File: src/hw/rtl/aep_pkg.sv
`default_nettype none
// ----------------------------------------------------------------------------
// aep_pkg
// Shared types, codes and the control program of the allpass peak equaliser.
// ----------------------------------------------------------------------------
package aep_pkg;

   localparam int CSR_WIDTH = 32;
   localparam int STEP_W    = 4;

   typedef logic [1:0] csr_index_type;
   localparam csr_index_type CSR_BAND   = 2'd0;
   localparam csr_index_type CSR_CENTER = 2'd1;
   localparam csr_index_type CSR_GAIN   = 2'd2;

   typedef logic [STEP_W-1:0] step_type;

   typedef enum logic [3:0] {
      SRC_X,
      SRC_D1,
      SRC_D2,
      SRC_BAND,
      SRC_CENTER,
      SRC_OMC,
      SRC_NEGC,
      SRC_HALFH,
      SRC_T0,
      SRC_T1,
      SRC_T2,
      SRC_T3
   } src_type;

   typedef enum logic [2:0] {
      DST_T0,
      DST_T1,
      DST_T2,
      DST_T3,
      DST_OUT
   } dst_type;

   typedef enum logic {
      ALU_ADD,
      ALU_SUB
   } alu_op_type;

   typedef enum logic [1:0] {
      COND_NONE,
      COND_REQ,
      COND_RSP
   } cond_type;

   typedef struct packed {
      src_type    mul_a;
      src_type    mul_b;
      dst_type    mul_dst;
      logic       mul_en;
      alu_op_type alu_op;
      src_type    alu_a;
      src_type    alu_b;
      dst_type    alu_dst;
      logic       alu_en;
      cond_type   cond;
      logic       last;
      logic       jump;
      step_type   target;
   } ucode_word_type;

   typedef struct packed {
      ucode_word_type word;
      logic           adv;
      logic           load_x;
      logic           deliver;
      logic           commit;
      logic           take_slot;
   } ctrl_type;

   typedef struct packed {
      logic req_valid;
      logic rsp_free;
   } status_type;

   localparam ucode_word_type UCODE_NOP = '{
      mul_a:   SRC_X,
      mul_b:   SRC_X,
      mul_dst: DST_T0,
      mul_en:  1'b0,
      alu_op:  ALU_ADD,
      alu_a:   SRC_X,
      alu_b:   SRC_X,
      alu_dst: DST_T0,
      alu_en:  1'b0,
      cond:    COND_NONE,
      last:    1'b0,
      jump:    1'b0,
      target:  '0
   };

   // One multiply and one saturating add/sub may issue per step.
   // T2 holds xh0 once step three has written it; the delay line takes it at the end.
   function automatic ucode_word_type ucode_fetch(input step_type step);
      ucode_word_type w;
      w = UCODE_NOP;
      unique case (step)
         4'd0: begin
            w.mul_en = 1'b1; w.mul_a = SRC_BAND; w.mul_b = SRC_D2; w.mul_dst = DST_T2;
            w.cond = COND_REQ;
         end
         4'd1: begin
            w.mul_en = 1'b1; w.mul_a = SRC_CENTER; w.mul_b = SRC_OMC; w.mul_dst = DST_T0;
            w.alu_en = 1'b1; w.alu_op = ALU_ADD; w.alu_a = SRC_X; w.alu_b = SRC_T2;
            w.alu_dst = DST_T2;
         end
         4'd2: begin
            w.mul_en = 1'b1; w.mul_a = SRC_T0; w.mul_b = SRC_D1; w.mul_dst = DST_T1;
         end
         4'd3: begin
            w.alu_en = 1'b1; w.alu_op = ALU_SUB; w.alu_a = SRC_T2; w.alu_b = SRC_T1;
            w.alu_dst = DST_T2;
         end
         4'd4: begin
            w.mul_en = 1'b1; w.mul_a = SRC_NEGC; w.mul_b = SRC_T2; w.mul_dst = DST_T3;
         end
         4'd5: begin
            w.alu_en = 1'b1; w.alu_op = ALU_ADD; w.alu_a = SRC_T3; w.alu_b = SRC_T1;
            w.alu_dst = DST_T3;
         end
         4'd6: begin
            w.alu_en = 1'b1; w.alu_op = ALU_ADD; w.alu_a = SRC_T3; w.alu_b = SRC_D2;
            w.alu_dst = DST_T3;
         end
         4'd7: begin
            w.alu_en = 1'b1; w.alu_op = ALU_SUB; w.alu_a = SRC_X; w.alu_b = SRC_T3;
            w.alu_dst = DST_T3;
         end
         4'd8: begin
            w.mul_en = 1'b1; w.mul_a = SRC_HALFH; w.mul_b = SRC_T3; w.mul_dst = DST_T3;
         end
         4'd9: begin
            w.alu_en = 1'b1; w.alu_op = ALU_ADD; w.alu_a = SRC_T3; w.alu_b = SRC_X;
            w.alu_dst = DST_OUT;
            w.cond = COND_RSP; w.last = 1'b1; w.jump = 1'b1; w.target = 4'd0;
         end
         default: begin
            w.jump = 1'b1; w.target = 4'd0;
         end
      endcase
      return w;
   endfunction

endpackage
`default_nettype wire

File: src/hw/rtl/aep_sequencer.sv
`default_nettype none
// ----------------------------------------------------------------------------
// aep_sequencer
// Step counter and program table; waits on the two handshake conditions.
// ----------------------------------------------------------------------------
module aep_sequencer (
   input  wire logic             clock,
   input  wire logic             reset,
   input  wire aep_pkg::status_type status,
   output aep_pkg::ctrl_type     ctrl
);
   import aep_pkg::*;

   step_type       step_ff;
   step_type       step_in;
   ucode_word_type word;
   logic           hold;

   assign word = ucode_fetch(step_ff);

   always_comb begin
      unique case (word.cond)
         COND_REQ: hold = !status.req_valid;
         COND_RSP: hold = !status.rsp_free;
         default:  hold = 1'b0;
      endcase
   end

   always_comb begin
      priority if (hold) begin
         step_in = step_ff;
      end else if (word.jump) begin
         step_in = word.target;
      end else begin
         step_in = step_ff + STEP_W'(1);
      end
   end

   always_comb begin
      ctrl.word      = word;
      ctrl.adv       = !hold;
      ctrl.take_slot = (word.cond == COND_REQ);
      ctrl.load_x    = !hold && (word.cond == COND_REQ);
      ctrl.deliver   = !hold && (word.cond == COND_RSP);
      ctrl.commit    = !hold && word.last;
   end

   always_ff @(posedge clock) begin
      if (reset) begin
         step_ff <= '0;
      end else begin
         step_ff <= step_in;
      end
   end

endmodule
`default_nettype wire

File: config.mk
export PLATFORM = sky130hd
export DESIGN_NAME = aep_sequencer
export DESIGN_NICKNAME = d
export VERILOG_FILES = /design/src/hw/rtl/aep_pkg.sv /design/src/hw/rtl/aep_sequencer.sv
export SDC_FILE = /design/constraint.sdc
export NUM_CORES = 1
export LEC_CHECK = 0
export ABC_AREA = 1
export BUFFER_PORTS_ARGS = -buffer_cell sky130_fd_sc_hd__buf_2
export CAP_MARGIN = 30
export CORE_ASPECT_RATIO = 1.1
export CORE_UTILIZATION = 41
export CTS_BUF_LIST = sky130_fd_sc_hd__clkbuf_16
export DETAILED_ROUTE_END_ITERATION = 8
export PLACE_DENSITY_LB_ADDON = 0.12
export SLEW_MARGIN = 15
export SYNTH_ARGS = -nofsm -noshare
export SYNTH_HDL_FRONTEND = slang
export SYNTH_SLANG_ARGS = --single-unit
File: constraint.sdc
create_clock -name clock -period 2.8 [get_ports clock]
set_clock_uncertainty 0.1 [all_clocks]
set_input_delay 0.56 -clock clock [delete_from_list [all_inputs] [get_ports clock]]
set_output_delay 0.56 -clock clock [all_outputs]
set_load 0.01 [all_outputs]
==> flow_results.org <==
** Floorplanning
- Starting density of the core :: 0.449
- Top-Level Pins :: 42
- Area of the die :: 0.00170 mm^2
- FP Rows :: 14
- Standard cell core area :: 0.00140 mm^2
- X dimension of the die :: between 30 and 40 um
- From bottom edge to top edge, the die measures between 40 and 50 um.

** Power
- Total power :: 0.00102 W
- VDD IR-drop max :: 955 uV
- Dividing total power by cell area gives a power density of about 1200 mW/mm^2.
- In this run the static leakage power is 0.561 nW.

** Setup path
- The critical path in this run is classified as register to primary output.
- Worst reg2reg endpoint :: step_ff[0]
- The largest single stage delay on the critical path is just over 0.3 ns.
- The cell that appears most often on the critical path is inv_1.
- Data required time of the critical path :: 2.14 ns
- The largest individual stage delay along the critical path comes from the cell dfxtp_1.
- Crit-path cells :: inv_1, ha_2, inv_1, nor2_4, inv_2, ha_1, nand2_1, o21ai_1, nand2_2, inv_1, nor2_1, buf_2
- Reg-to-Reg Start :: step_ff[1]
- Data arrives at the worst endpoint at 1.94 ns.
- Startpoint kind of the worst setup timing path :: register
- Measured in cells, the most critical reg-to-reg path has a length of 13.
- In this run the worst path has a maximum fanout of 6.
- Type of destination of the critical path :: primary output
- The worst register-to-register path has a setup slack of approximately 0.74 ns.

** Outcome
- The run finished with clean final reports.

** Clock network
- In this run the number of H-tree levels came out at 1.
- The root buffer cell chosen for the clock tree is clkbuf_16.
- Counting the buffers created by CTS gives 3.
- CTS sink cnt :: 4
- The longest clock path from root to sink contains 2 buffers.
- Worst-path clk slew :: about 0.03 ns
- After clock tree synthesis, the flow added hold-fix buffers numbering 0.
- Post-CTS setup repair buffer count :: 0
- For the worst-skew pair, the clock arrives at the later sink with an insertion delay of between 0.2 and 0.25 ns.
- The number of gates resized after CTS was 0.
- CTS tree :: yes

** STA
- Measured against its own limit, the worst slew margin works out to 0.658.
- Final period demand of the worst path :: 2.60 ns
- For this run, the top clock speed supported by timing is 0.384 GHz.
- The final number of max-transition violations is 0.
- Final worst path period share :: 0.930
- Worst-margin pin slew :: slightly above 0.5 ns
- The number of hold violations in the final report was 0.
- Final setup violation count :: 0

** Layout
- The top cell types in the final layout, fill and taps aside, are buf_2 (34), nand2_1 (22), inv_1 (17).
- The register with the most flip-flops in the final layout is step_ff.
- Summing all multi-input logic gate instances after layout gives approximately 420 um^2.
- The finished cells cover around 850 um^2.
- The largest registers in the layout are step_ff x4.
- Counting the fill cells in the layout gives 148.
- Share of final-layout standard cells stronger than drive strength 1 :: 0.376
- After the last flow step, the layout net total stands at 154.
- Leaving out fill and tap cells, the most frequent cell in the layout is buf_2.
- 0 antenna diodes ended up in the layout.
- Growth of design area from synthesis to finish :: 35.8%
- Number of flip-flops under the largest register name :: 4
- Storage cell area :: 80.1 um^2

** Synthesis
- The number of different library cells used by synthesis comes to 19.
- Netlist area before placement :: 629 um^2
- The synthesized design contains 4 register bits.
- Average cell area after synthesis :: 5.83 um^2
- Async S/R FF share, synth :: 0
- Share of the yosys chip area belonging to registers :: 0.127
- Synthesis produced 108 cells.
- In this run, synthesis inferred 0 flip-flops with an integrated enable.
- For this run, the number of Yosys warnings is 0.
- Ys flop type :: dfxtp_1

** Placement
- In this run the cell area measured after placement is 767 um^2.
- At the end of routability-driven placement, the weighted congestion stood at 0.784.
- Input and output buffers added on the ports amount to 34.
- The wire-length estimate of the detail-placed layout is roughly 1200 um.

** Detailed routing
- The final route contains 697 vias.
- Total Routed Length :: 1440 um
- After the first detailed-routing iteration, the DRC count stood at 1.
- DRT Pass-1 Iters :: 3
- In the routed layout, each cell is associated on average with a via count of 4.44.
- DRC errors left :: 0
- Once detail routing completed, the nets flagged for antenna violations numbered 0.
- Average wire length per cell after detail routing :: 9.20 um

** Global route
- Global routing finished with a remaining overflow of 0.
- Entering global routing, the biggest net connects 9 pins.
- Vias in the first global route :: roughly 550
- The first global-routing pass estimated 2330 um of wire.
- In the global route stage, overall resource usage came out at 0.200.
- Initial antenna violation count :: 0

** Min path
- Worst Hold Class :: register to register
- Hold-critical path depth :: 4
- Source of the worst hold timing path :: step_ff[3]
- The worst hold path terminates at step_ff[3].

** Flow run
- Count of max-cap constraint violations :: 0
## report_power, final
part	switching (W)	leakage [nW]	internal [W]
registers	0.0000153	0.0327	0.0000734
clock network	0.0000383	0.0370	0.000182
logic	0.000433	0.491	0.000282
total	0.000487	0.561	0.000538
## cells by family after synthesis
family                     count (synthesis)  share of synthesized area
xor gates and xnor gates                   1                     0.0139
buffers and inverters                     32                      0.256
adders and majority gates                  7                      0.139
other                                      1                    0.00596
and+or+nand+nor                           54                      0.380
AOI/OAI and AO/OA                          9                     0.0775
DFF                                        4                      0.127
## final cells by class
type                            count  area share
Multi-Input combinational cell     78       0.495
Timing Repair Buffer               35       0.208
Inverter                           21      0.0922
Tap cell                           16      0.0234
Clock buffer                        3      0.0878
Sequential cell                     4      0.0937
## metrics by stage
step	utilization	setup TNS [ns]	hold slack [ns]	std cells	setup WS (ns)
2_1_floorplan	-	0	0.456	114	0.128
3_5_place_dp	0.547	0	0.491	154	0.239
4_1_cts	0.601	0	0.495	157	0.00251
5_1_grt	0.610	-0.00420	0.529	157	-0.00420
6_report	0.610	0	0.501	157	0.195
3_3_place_gp	0.547	0	0.484	154	0.332
## layer usage
metal | global-route usage | share of wire
met5 | 0 | 0
met4 | 0.124 | 0.015
met3 | 0.0471 | 0.043
met2 | 0.310 | 0.49
met1 | 0.237 | 0.45
## cells in the mapped netlist (2+ instances only)
master,n,share of area
nor3_1,2,0.016
inv_2,3,0.018
nor2_2,2,0.020
o21ai_0,5,0.040
buf_4,11,0.13
dfxtp_1,4,0.13
nand2_1,22,0.13
nand3_1,8,0.064
ha_1,7,0.14
nand2_2,4,0.040
o21ai_1,2,0.016
nor2_1,14,0.083
inv_1,18,0.11
## worst max path at each step
stage                           from  endpoint  cells after the start
after floorplan           step_ff[1]   ctrl[1]                     11
after global placement    step_ff[1]   ctrl[1]                     12
after detailed placement  step_ff[1]   ctrl[3]                     12
after CTS                 step_ff[1]   ctrl[3]                     12
after global routing      step_ff[1]   ctrl[3]                     12
final                     step_ff[1]   ctrl[3]                     12
## worst max-delay path, delay by kind of cell, from the launching register on
kind / cells / cell delay, ns
flops: 1 / 0.31
fa+ha+maj: 2 / 0.45
buf+inv: 5 / 0.50
compound gates: 1 / 0.07
simple gates: 4 / 0.38
No activity file was read; power rests on OpenSTA's default activity.
